--- config.mk ---
export PLATFORM = sky130hd
export DESIGN_NAME = ppr_cell
export DESIGN_NICKNAME = d
export VERILOG_FILES = /design/src/rtl/ppr_pkg.sv /design/src/rtl/ppr_cell.sv
export SDC_FILE = /design/constraint.sdc
export NUM_CORES = 1
export LEC_CHECK = 0
export BUFFER_PORTS_ARGS = -buffer_cell sky130_fd_sc_hd__buf_2
export CORE_ASPECT_RATIO = 1.75
export CORE_MARGIN = 2
export CORE_UTILIZATION = 29
export CTS_CLUSTER_SIZE = 28
export DETAILED_ROUTE_END_ITERATION = 10
export HOLD_SLACK_MARGIN = 0.12
export PLACE_DENSITY = 0.54
export SKIP_LAST_GASP = 1
export SLEW_MARGIN = 10
export SYNTH_ARGS = -nofsm -noshare
export SYNTH_HDL_FRONTEND = slang
export SYNTH_SLANG_ARGS = --single-unit
--- constraint.sdc ---
create_clock -name clk -period 3.9 [get_ports clk]
set_clock_uncertainty 0.1 [all_clocks]
set_input_delay 0.585 -clock clk [delete_from_list [all_inputs] [get_ports clk]]
set_output_delay 0.585 -clock clk [all_outputs]
set_load 0.05 [all_outputs]
--- src/rtl/ppr_pkg.sv ---
`timescale 1ns / 1ps
package ppr_pkg;

  localparam int COEF_W = 48;
  localparam int COEF_N = 8;
  localparam int IDX_W = 3;
  localparam int ACC_W = 62;
  // quotient bits per lane; the top bit flags a quotient of 4096 or more
  localparam int Q_BITS = 13;
  localparam int FRONT_STAGES = 3;
  localparam int DEST_WIDTH_DEF = 1024;
  localparam int DEST_HEIGHT_DEF = 512;
  localparam logic [ACC_W-1:0] ONE_Q28 = ACC_W'(64'd1 << 28);

  typedef enum logic [IDX_W-1:0] {
    REG_XX = 3'd0,
    REG_XY = 3'd1,
    REG_XT = 3'd2,
    REG_YX = 3'd3,
    REG_YY = 3'd4,
    REG_YT = 3'd5,
    REG_WX = 3'd6,
    REG_WY = 3'd7
  } reg_idx_t;

  // division word handed from cell to cell
  typedef struct packed {
    logic [ACC_W-1:0]  rem_x;
    logic [ACC_W-1:0]  rem_y;
    logic [Q_BITS-1:0] q_x;
    logic [Q_BITS-1:0] q_y;
    logic [ACC_W-1:0]  dvs;
  } div_t;

  // sign and zero status of one word
  typedef struct packed {
    logic neg_x;
    logic neg_y;
    logic d_zero;
  } flags_t;

  typedef struct packed {
    logic [7:0] blue;
    logic [7:0] green;
    logic [7:0] red;
  } color_t;

endpackage

--- src/rtl/ppr_cell.sv ---
`timescale 1ns / 1ps
module ppr_cell
  import ppr_pkg::*;
#(
  parameter int K = 0
) (
  input  logic clk,
  input  logic en,
  input  div_t din,
  output div_t dout
);

  localparam int SW = ACC_W + Q_BITS;

  logic [SW-1:0] shifted;
  logic          ge_x;
  logic          ge_y;
  div_t          dnext;

  // one restoring quotient bit per lane
  always_comb begin
    shifted = {{Q_BITS{1'b0}}, din.dvs} << K;
    ge_x = {{Q_BITS{1'b0}}, din.rem_x} >= shifted;
    ge_y = {{Q_BITS{1'b0}}, din.rem_y} >= shifted;
    dnext = din;
    if (ge_x) dnext.rem_x = din.rem_x - shifted[ACC_W-1:0];
    if (ge_y) dnext.rem_y = din.rem_y - shifted[ACC_W-1:0];
    dnext.q_x[K] = ge_x;
    dnext.q_y[K] = ge_y;
  end

  always_ff @(posedge clk) begin
    if (en) dout <= dnext;
  end

endmodule

# ---- Word level (Yosys, flattened, before mapping)
# Index checks and enable logic that the tools add are counted.
dict set report totals {
  output_inout_bits 212
  wordCells 11
  register_bits 212
}
dict set report op_classes {
  magnitude_cmp 2
  n_mux 2
  n_addsub 2
}
# operator count
set op_table {}
lappend op_table {{$ge 62x62->1} 2}
lappend op_table {{$mux 62} 2}
lappend op_table {{$sub 62x62->62} 2}

# ---- Longest topological paths before layout
# Gate-level depths: netlist of run 1.
dict set report depth {
  ltp_word 2
  depth_mapped 15
  depth_no_buf 13
}

# ---- Worst setup path before layout of run 1
# No wires, ideal clock.
dict set report synth_timing {
  kind {input port to flip-flop}
  from {in din[88] (netlist bit)}
  to {reg dout[100] (netlist bit), data pin}
  setup_ns 0.262
  arrival_ns 3.278
  slack_ns 0.260
  stages 15
  cell_sequence {inv_1 -> ha_1 -> fa_1 -> nor2b_1 -> o31a_1 -> o21ai_1 -> a31oi_1 -> o21ai_0 -> o31a_2 -> o21ai_2 -> a31oi_2 -> o21a_1 -> buf_4 -> buf_6 -> mux2_1}
}
# element line_no
set synth_lines {}
lappend synth_lines {{from (decl)} ppr_cell.sv:9} ;# input div_t din,
lappend synth_lines {{to (signal assigned)} ppr_cell.sv:33} ;# if (en) dout <= dnext;
lappend synth_lines {{to (decl)} ppr_cell.sv:10} ;# output div_t dout

==> results of run 1 <==
logic make-up (layout without fill, tap and decap cells):
family / Yosys count / after routing
other: 0 / 8
AOI/OAI and AO/OA: 511 / 511
buffers and inverters: 178 / 963
adders and majority gates: 126 / 126
xor gates and xnor gates: 111 / 111
and+or+nand+nor: 418 / 418
muxes: 78 / 78
DFF: 212 / 212
final cells by class:
type                       count  area share [%]
antenna                        8          0.0891
tap                          690            3.84
inverter                     108            1.80
clock buffer                  25            2.69
sequential                   212            28.3
timing repair buffer         814            24.1
clock inverter                16           0.573
multi-input combinational   1244            38.5
worst max-delay path by stage:
| stage | from | endpoint | cells after the start |
|---|---|---|---|
| after floorplan | din[88] | dout[100] | 15 |
| final | din[19] | dout[123] | 17 |
| after global routing | din[19] | dout[210] | 16 |
| after detailed placement | din[3] | dout[147] | 16 |
| after CTS | din[20] | dout[114] | 16 |
| after global placement | din[3] | dout[147] | 16 |
critical path, stage by stage:
cell and delay, ns:
dlygate4sd3_1 0.52, buf_2 0.10, inv_1 0.08, ha_1 0.33, nand2_1 0.10, buf_4 0.15
nor3_1 0.19, o31ai_1 0.14, nand3_1 0.10, o21ai_1 0.09, buf_4 0.15, o31a_2 0.32
o21ai_2 0.18, a31oi_2 0.13, o21a_4 0.30, buf_6 0.21, mux2_1 0.33
report_power, final:
part / internal [mW] / switching (mW)
combinational: 1.35 / 2.41
clock: 1.19 / 1.03
sequential: 2.85 / 0.0919
total: 5.39 / 3.54
metal layers:
| metal | share of wire (%) | wire (um) | track usage [%] | vias to the layer above |
|---|---|---|---|---|
| met5 | 0.091 | 61 | 0 | - |
| met2 | 54 | 36400 | 44.1 | 452 |
| met4 | 5.3 | 3560 | 11.2 | 10 |
| met3 | 4.0 | 2720 | 2.95 | 121 |
| met1 | 37 | 24600 | 22.6 | 7401 |
| li1 | - | - | - | 7610 |
cell usage in the layout (no fill, tap or decap), types with 38 or more instances in the layout:
cell	n
buf_4	295
dlygate4sd3_1	84
ha_1	124
a21o_1	52
nand2_1	114
o21bai_1	38
edfxtp_1	212
inv_1	108
mux2_1	68
buf_2	422
a21oi_1	202
xor2_1	39
xnor2_1	72
nand4_1	43
o21ai_0	85
nor2_1	129
repair_timing:
item / CTS / global route
endpoints found under the setup margin: 0 / 98
hold endpoints to repair: 84 / 0
hold buffers: 84 / 0
buffers inserted: 0 / 2
gates resized for setup: 0 / 17
==> metrics.md, run 1 <==
| Metric | Value |
|---|---|
| Final worst slack | 0.0733 ns |
| Startpoint Class | input pin |
| Row cnt | 113 |
| CP arrival | 4.04 ns |
| Synth Area in Adders | 10.1% |
| Fin crit share | 98.1% |
| Core region area | 54000 sq um |
| Rel. slew slack | 61.3% |
| Post-synth ARST share | 0% |
| Area share of the largest cell type after synthesis | 40.5% |
| Die Width | 180 um |
| XOR/XNOR share of the synthesized area | 6.18% |
| Slew @ Worst Pin | 0.580 ns |
| VDD IR max | 290 uV |
| Layout area overhead | 42.9% |
| Largest Register | dout |
| FILL cells | 5487 |
| GP Congestion | 0.910 |
| Count of cell types in the netlist | 71 |
| Power Dens Cells | 397 nW/um^2 |
| F_max | 261 MHz |
| Wire length per cell | 21.6 um |
| Full die area | 56200 sq um |
| Yosys warnings | 0 |
| Layout Utilization | 41.6% |
| Vias in the first global route | 16.1k |
| Worst Path Required | 4.11 ns |
| HP Class | input pin to register |
| Placed cell count | 2977 |
| 1st-iter DRT viols | 788 |
| Share of cells above drive strength 1 | 33.1% |
| Total GRT Usage | 22.3% |
| WL final | 67400 um |
| CP Class | input pin to register |
| Placement Cell Area | 20700 sq um |
| First-pass GRT wire length | 96100 um |
| Max-cap violations | 0 |
| Hold WS | 0.210 ns |
| Largest family of logic cells by synthesized area | compound AO/OA/AOI/OAI gates |
| Final min period | 3.83 ns |
| TritonCTS Sinks | 212 |
| Setup WS pre-CTS | -0.442 ns |
| Leakage power | 10.2 nW |
| Chip Height | 312 um |
| DR vias/cell | 5.00 |
| I/O Pins | 426 |
| Post-synth EDFFs | 212 |
| TNS Setup | 0 ns |
| Overall Power | 8.93 mW |
| Max FFs per register | 212 |
| Fin nets | 2744 |
| Slew Limit Fails | 0 |
| Vias | 15.6k |
| Clock Tree Root | clkbuf_16 |
| Syn nets | 1974 |
| Count of TritonRoute iterations in the first routing pass | 5 |
| Largest net degree at the start of global routing | 77 |
| RSZ-0062 raised after global routing | true |
| Syn Std Cell Area | 15700 sq um |
| Compound-cell area share of the yosys netlist | 20.4% |
| Antenna violations before repair | 15 |
| Syn Area/Cell | 9.63 sq um |
| Outcome | complete, no violations |
| Hold path start | din[160] |
| IO buf count | 423 |
| Initial cell density of the core | 29.1% |
| Worst-path fanout max | 11 |
| Post-synthesis instance total | 1634 |
| Hold Crit Depth | 2 |
| HPWL after DPL | 54700 um |
| H-tree depth | 1 |
| Post-DRT Antenna Nets | 0 |
| Fin. Hold Viols | 0 |
| Critical Path End Type | register |
| DR DRC count | 0 |
| Storage cell area | 6370 sq um |
| Post-synthesis mux area share | 5.55% |
| Simple-gate portion of the synthesized area | 12.5% |
| Hold Crit Endpoint | dout[160] |
| TritonCTS buffer count | 24 |
| Setup-failing EPs final | 0 |
| Congestion Overflow GR | 0 |
| Largest registers | dout (212) |
| Clock Tree Buf Depth | 3 |
| CTS tree | yes |
| Area leader, netlist | edfxtp_1 |
| Main area contributors after synthesis | edfxtp_1, ha_1, a21oi_1 |
| Post-synth top cells | edfxtp_1, a21oi_1, nor2_1, ha_1, nand2_1 |
| Register area share after synthesis | 40.5% |
| Final std cell area, no fill | 22500 sq um |
| Ys flop type | edfxtp_1 |
| Fin cells | 3117 |
| Cell with the most instances after synthesis | edfxtp_1 |
| Multi-input logic area | 8660 sq um |
| Register bit total from synthesis | 212 |
| Clock slew at reported path FFs | 0.06 ns |
Power figures use the tool's default switching activity.
==> run 2: changes to the inputs <==
Settings changed: CTS_BUF_LIST set to sky130_fd_sc_hd__clkbuf_16.
==> run 2 against run 1 <==
Compared with the run above:
- global-route usage did not move
- final cell count did not move
- sequential share of layout area unchanged
- clock-buffer cell count is 1 lower
- power about the same
- critical path depth stayed put
- clock power about the same
- fmax up 0.12%
- die area is the same
- first-iteration DRC count is 0.51% lower
- worst setup slack improved by 0.0045 ns
==> metrics.md, run 2 (same netlist as run 1, synthesis figures left out) <==
| Metric | Value |
|---|---|
| H-tree depth | 1 |
| Congestion Overflow GR | 0 |
| Core region area | 54000 sq um |
| IO buf count | 423 |
| Met2 Use GR | 44.1% |
| Initial cell density of the core | 29.1% |
| Vias in the first global route | 16.1k |
| TritonCTS buffer count | 24 |
| Most frequent cells in the layout | buf_2, buf_4, edfxtp_1 |
| Full die area | 56200 sq um |
| Leakage power | 10.2 nW |
| First-pass GRT wire length | 96100 um |
| Wire length per cell | 21.6 um |
| DR DRC count | 0 |
| CP arrival | 4.04 ns |
| Clock Tree Buf Depth | 3 |
| Fin nets | 2744 |
| Storage cell area | 6370 sq um |
| Worst Path Required | 4.11 ns |
| Vias | 15.6k |
| Startpoint Class | input pin |
| CTS tree | yes |
| Setup WS pre-CTS | -0.442 ns |
| Final min period | 3.82 ns |
| Slew @ Worst Pin | 0.578 ns |
| Largest net degree at the start of global routing | 77 |
| Post-DRT Antenna Nets | 0 |
| Most common cell after layout, fill and taps aside | buf_2 |
| Fin crit share | 98.0% |
| RSZ-0062 raised after global routing | true |
| Power Dens Cells | 397 nW/um^2 |
| DR vias/cell | 5.00 |
| WL final | 67300 um |
| Clock slew at reported path FFs | 0.06 ns |
| TritonCTS Sinks | 212 |
| Count of TritonRoute iterations in the first routing pass | 5 |
| HPWL after DPL | 54700 um |
| Max FFs per register | 212 |
| Layout area overhead | 42.9% |
| I/O Pins | 426 |
| Outcome | complete, no violations |
| GR Util met3 | 2.95% |
| Fin. Hold Viols | 0 |
| Worst-path fanout max | 11 |
| Clock Tree Root | clkbuf_16 |
| CP Class | input pin to register |
| Slew Limit Fails | 0 |
| VDD IR max | 290 uV |
| FILL cells | 5487 |
| 1st-iter DRT viols | 784 |
| Setup-failing EPs final | 0 |
| HP Class | input pin to register |
| Row cnt | 113 |
| Share of cells above drive strength 1 | 33.1% |
| Largest registers | dout (212) |
| Die Width | 180 um |
| Hold WS | 0.210 ns |
| F_max | 262 MHz |
| Largest Register | dout |
| Met1 global-route usage | 22.6% |
| Final worst slack | 0.0778 ns |
| Antenna violations before repair | 15 |
| Critical Path End Type | register |
| Chip Height | 312 um |
| Max-cap violations | 0 |
| Gr busiest metal | met2 |
| GP Congestion | 0.910 |
| Multi-input logic area | 8660 sq um |
| Rel. slew slack | 61.5% |
| Total GRT Usage | 22.3% |
## run 2: cell types whose count changed in the layout (fill, tap and decap cells not counted)
cell | before | now
clkbuf_1 | 1 | 0
inv_1 | 108 | 109
## run 2: layer usage
metal	up-vias	part of all wire, %
met1	7399	37
met3	121	4.0
met5	-	0.091
met2	443	54
li1	7609	-
met4	10	5.3
## run 2: path summary, 6_finish.rpt
path / start / to / slack (ns) / cells past startpoint
worst max-delay path: din[19] / dout[123] / 0.08 / 17
worst min-delay path: din[160] / dout[160] / 0.21 / 2
## run 2: stage by stage
step	TNS, ns	utilization [%]	cells	power (mW)	area [sq um]
6_report	0	41.6	3117	8.92	22500
3_5_place_dp	-39.39	38.3	2977	6.61	20700
3_3_place_gp	-31.75	38.3	2977	6.60	20700
2_1_floorplan	0	-	1634	5.26	15700
4_1_cts	0	41.2	3102	8.96	22300
5_1_grt	-0.124	41.6	3116	9.34	22500
## run 2: worst max-delay path, cell delays in order
cell	delay [ns]
dlygate4sd3_1	0.52
buf_2	0.10
inv_1	0.08
ha_1	0.33
nand2_1	0.10
buf_4	0.15
nor3_1	0.19
o31ai_1	0.14
nand3_1	0.10
o21ai_1	0.09
buf_4	0.15
o31a_2	0.32
o21ai_2	0.18
a31oi_2	0.13
o21a_4	0.30
buf_6	0.21
mux2_1	0.33
## run 2: cell type report
class	instances	share of cell area (%)
Sequential cell	212	28.3
Clock inverter	17	0.590
Antenna cell	8	0.0891
Clock buffer	24	2.67
Timing Repair Buffer	814	24.1
Tap cell	690	3.84
Inverter	108	1.80
Multi-Input combinational cell	1244	38.5
## run 2: report_power, final
| part | total [mW] | internal (mW) | switching, mW |
|---|---|---|---|
| Sequential | 2.94 | 2.85 | 0.0920 |
| Combinational | 3.76 | 1.35 | 2.41 |
| Clock | 2.22 | 1.19 | 1.03 |
| Total | 8.92 | 5.39 | 3.53 |
## run 2: what timing repair did
item / CTS / global route
hold buffers: 84 / 0
endpoints found under the hold margin: 84 / 0
resized for setup: 0 / 17
buffers inserted: 0 / 2
endpoints found under the setup margin: 0 / 98
==> run 3: changes to the inputs <==
Settings changed: ABC_AREA set to 1, CORE_ASPECT_RATIO 1.75 to not set, PLACE_DENSITY 0.54 to 0.53.
==> run 3 against run 2 <==
Compared with the run above:
- fmax grew 11%
- die area is 27% higher
- synthesized area grew 27%
- via count grew 35%
- worst setup slack improved by 0.38 ns
- first-iteration DRC count is 79% higher
- sequential power hardly changed
- worst hold slack got worse by 0.045 ns
- synthesized cell count grew 96%
- final cell count grew 49%
- largest cell class unchanged
==> metrics.md, run 3 <==
| Metric | Value |
|---|---|
| I/O Pins | 426 |
| Clock Tree Buf Depth | 3 |
| DR DRC count | 0 |
| Startpoint Class | input pin |
| Largest registers | dout (212) |
| Fin crit share | 88.3% |
| TNS Setup | 0 ns |
| Vias in the first global route | 20.4k |
| H-tree depth | 1 |
| F_max | 290 MHz |
| Fin cells | 4636 |
| Post-synth top cells | nand2_1, inv_1, nand3_1, nor2_1, edfxtp_1 |
| Hold Crit Depth | 1 |
| Critical Path End Type | register |
| Worst-path fanout max | 56 |
| Critical-path cell list | dlygate4sd3_1, buf_2, inv_1, ha_1, nand2_1, nor2_1, nand2_1, clkinv_1, nand2_1, nand2_1, inv_1, nand2_1, nand2_1, nand3_4, buf_12, nand3_1, nand2_1 |
| Multi-input logic area | 10700 sq um |
| Largest net degree at the start of global routing | 82 |
| Cell with the most instances after synthesis | nand2_1 |
| Post-DRT Antenna Nets | 0 |
| Post-synth ARST share | 0% |
| CTS tree | yes |
| Antenna violations before repair | 7 |
| TritonCTS Sinks | 212 |
| Placement Cell Area | 23300 sq um |
| GP Congestion | 1.04 |
| Congestion Overflow GR | 0 |
| WL final | 86900 um |
| Yosys warnings | 0 |
| FILL cells | 7667 |
| Post-CTS Setup Bufs | 0 |
| Slew Limit Fails | 0 |
| Die Width | 267 um |
| Full die area | 71200 sq um |
| Wire length per cell | 18.8 um |
| HP Class | input pin to register |
| Leakage power | 14.2 nW |
| Post-synth EDFFs | 212 |
| Core region area | 68500 sq um |
| DR vias/cell | 4.53 |
| Largest Register | dout |
| Syn Area/Cell | 6.25 sq um |
| Hold path start | din[33] |
| Share of cells above drive strength 1 | 14.4% |
| Area share of the largest cell type after synthesis | 31.8% |
| CP max stage cell | dlygate4sd3_1 |
| Largest stage delay, worst path | 0.58 ns |
| VDD IR max | 265 uV |
| CP arrival | 3.66 ns |
| Ys flop type | edfxtp_1 |
| Final std cell area, no fill | 25000 sq um |
| Clock Tree Root | clkbuf_16 |
| Hold Crit Endpoint | dout[33] |
| Layout area overhead | 24.8% |
| Outcome | complete, no violations |
| Post-synthesis instance total | 3207 |
| CP Class | input pin to register |
| Row cnt | 96 |
| Chip Height | 267 um |
| Area leader, netlist | edfxtp_1 |
| Vias | 21.0k |
| RSZ-0062 raised after global routing | false |
| Register bit total from synthesis | 212 |
| CP most frequent cell | nand2_1 |
| HPWL after DPL | 74700 um |
| Initial cell density of the core | 29.3% |
| Storage cell area | 6370 sq um |
| Syn Std Cell Area | 20000 sq um |
| IO buf count | 423 |
| Fin nets | 4070 |
| Max FFs per register | 212 |
| Main area contributors after synthesis | edfxtp_1, nand2_1, inv_1 |
| First-pass GRT wire length | 126000 um |
| Syn nets | 3547 |
| Count of cell types in the netlist | 39 |
| Power Dens Cells | 372 nW/um^2 |
| Placed cell count | 4502 |
| Fin. Hold Viols | 0 |
| Overall Power | 9.31 mW |
| Slew @ Worst Pin | 0.730 ns |
| Worst Path Required | 4.12 ns |
| Setup-failing EPs final | 0 |
| Clock slew at reported path FFs | 0.06 ns |
| 1st-iter DRT viols | 1401 |
| Critical path buffers and inverters | 6 |
| Most common cell after layout, fill and taps aside | nand2_1 |
| Most frequent cells in the layout | nand2_1, inv_1, buf_2 |
| Register area share after synthesis | 31.8% |
| Rel. slew slack | 51.3% |
| Max-cap violations | 0 |
| Top cell family by delay on the critical path | buffers and inverters |
| Count of TritonRoute iterations in the first routing pass | 5 |
| Total GRT Usage | 23.9% |
| TritonCTS buffer count | 27 |
| Final min period | 3.44 ns |
run 3: logic make-up (layout without fill, tap and decap cells):
family / count (synthesis) / after routing / synth area share (%)
compound gates: 125 / 125 / 3.23
xor+xnor: 61 / 61 / 2.67
fa+ha+maj: 126 / 126 / 7.94
buf+inv: 768 / 1311 / 15.0
flops: 212 / 212 / 31.8
other cells: 0 / 4 / 0
simple gates: 1915 / 1915 / 39.4
run 3: power by group:
group	internal [mW]	switching, mW
clock network	1.52	1.07
logic	1.00	2.79
registers	2.85	0.0753
run 3: layer usage:
layer	part of all wire, %	global-route usage, %	vias up
li1	-	-	10900
met1	43	30.1	9490
met2	48	42.0	528
met3	4.7	2.85	117
met4	3.8	8.38	10
met5	0.064	0	-
run 3: layout make-up:
type                       count  share of cell area, %
antenna                        4                 0.0400
clock buffer                  27                   2.70
clock inverter                22                  0.885
inverter                     734                   11.0
multi-input combinational   2227                   42.7
sequential                   212                   25.5
tap                          882                   4.41
timing repair buffer         528                   12.8
run 3: how the worst max path moves through the flow:
stage	from	to	slack, ns	cells past startpoint
after floorplan	din[150]	dout[198]	1.36	14
after global placement	din[28]	dout[211]	0.56	16
after detailed placement	din[28]	dout[211]	0.53	16
after CTS	din[29]	dout[211]	0.55	17
after global routing	din[46]	dout[133]	0.32	14
final	din[29]	dout[211]	0.46	17
run 3: stage by stage:
| step | hold WS [ns] | worst slack, ns | utilization [%] |
|---|---|---|---|
| 2_1_floorplan | 0.584 | 1.36 | - |
| 3_3_place_gp | 0.661 | 0.565 | 34.0 |
| 3_5_place_dp | 0.663 | 0.531 | 34.0 |
| 4_1_cts | 0.129 | 0.552 | 36.5 |
| 5_1_grt | 0.131 | 0.320 | 36.5 |
| 6_report | 0.165 | 0.456 | 36.5 |
run 3: what timing repair did:
action                                 4_1_cts  5_1_grt
gates resized for setup                      0        0
hold buffers                                81        0
endpoints found under the hold margin       81        0
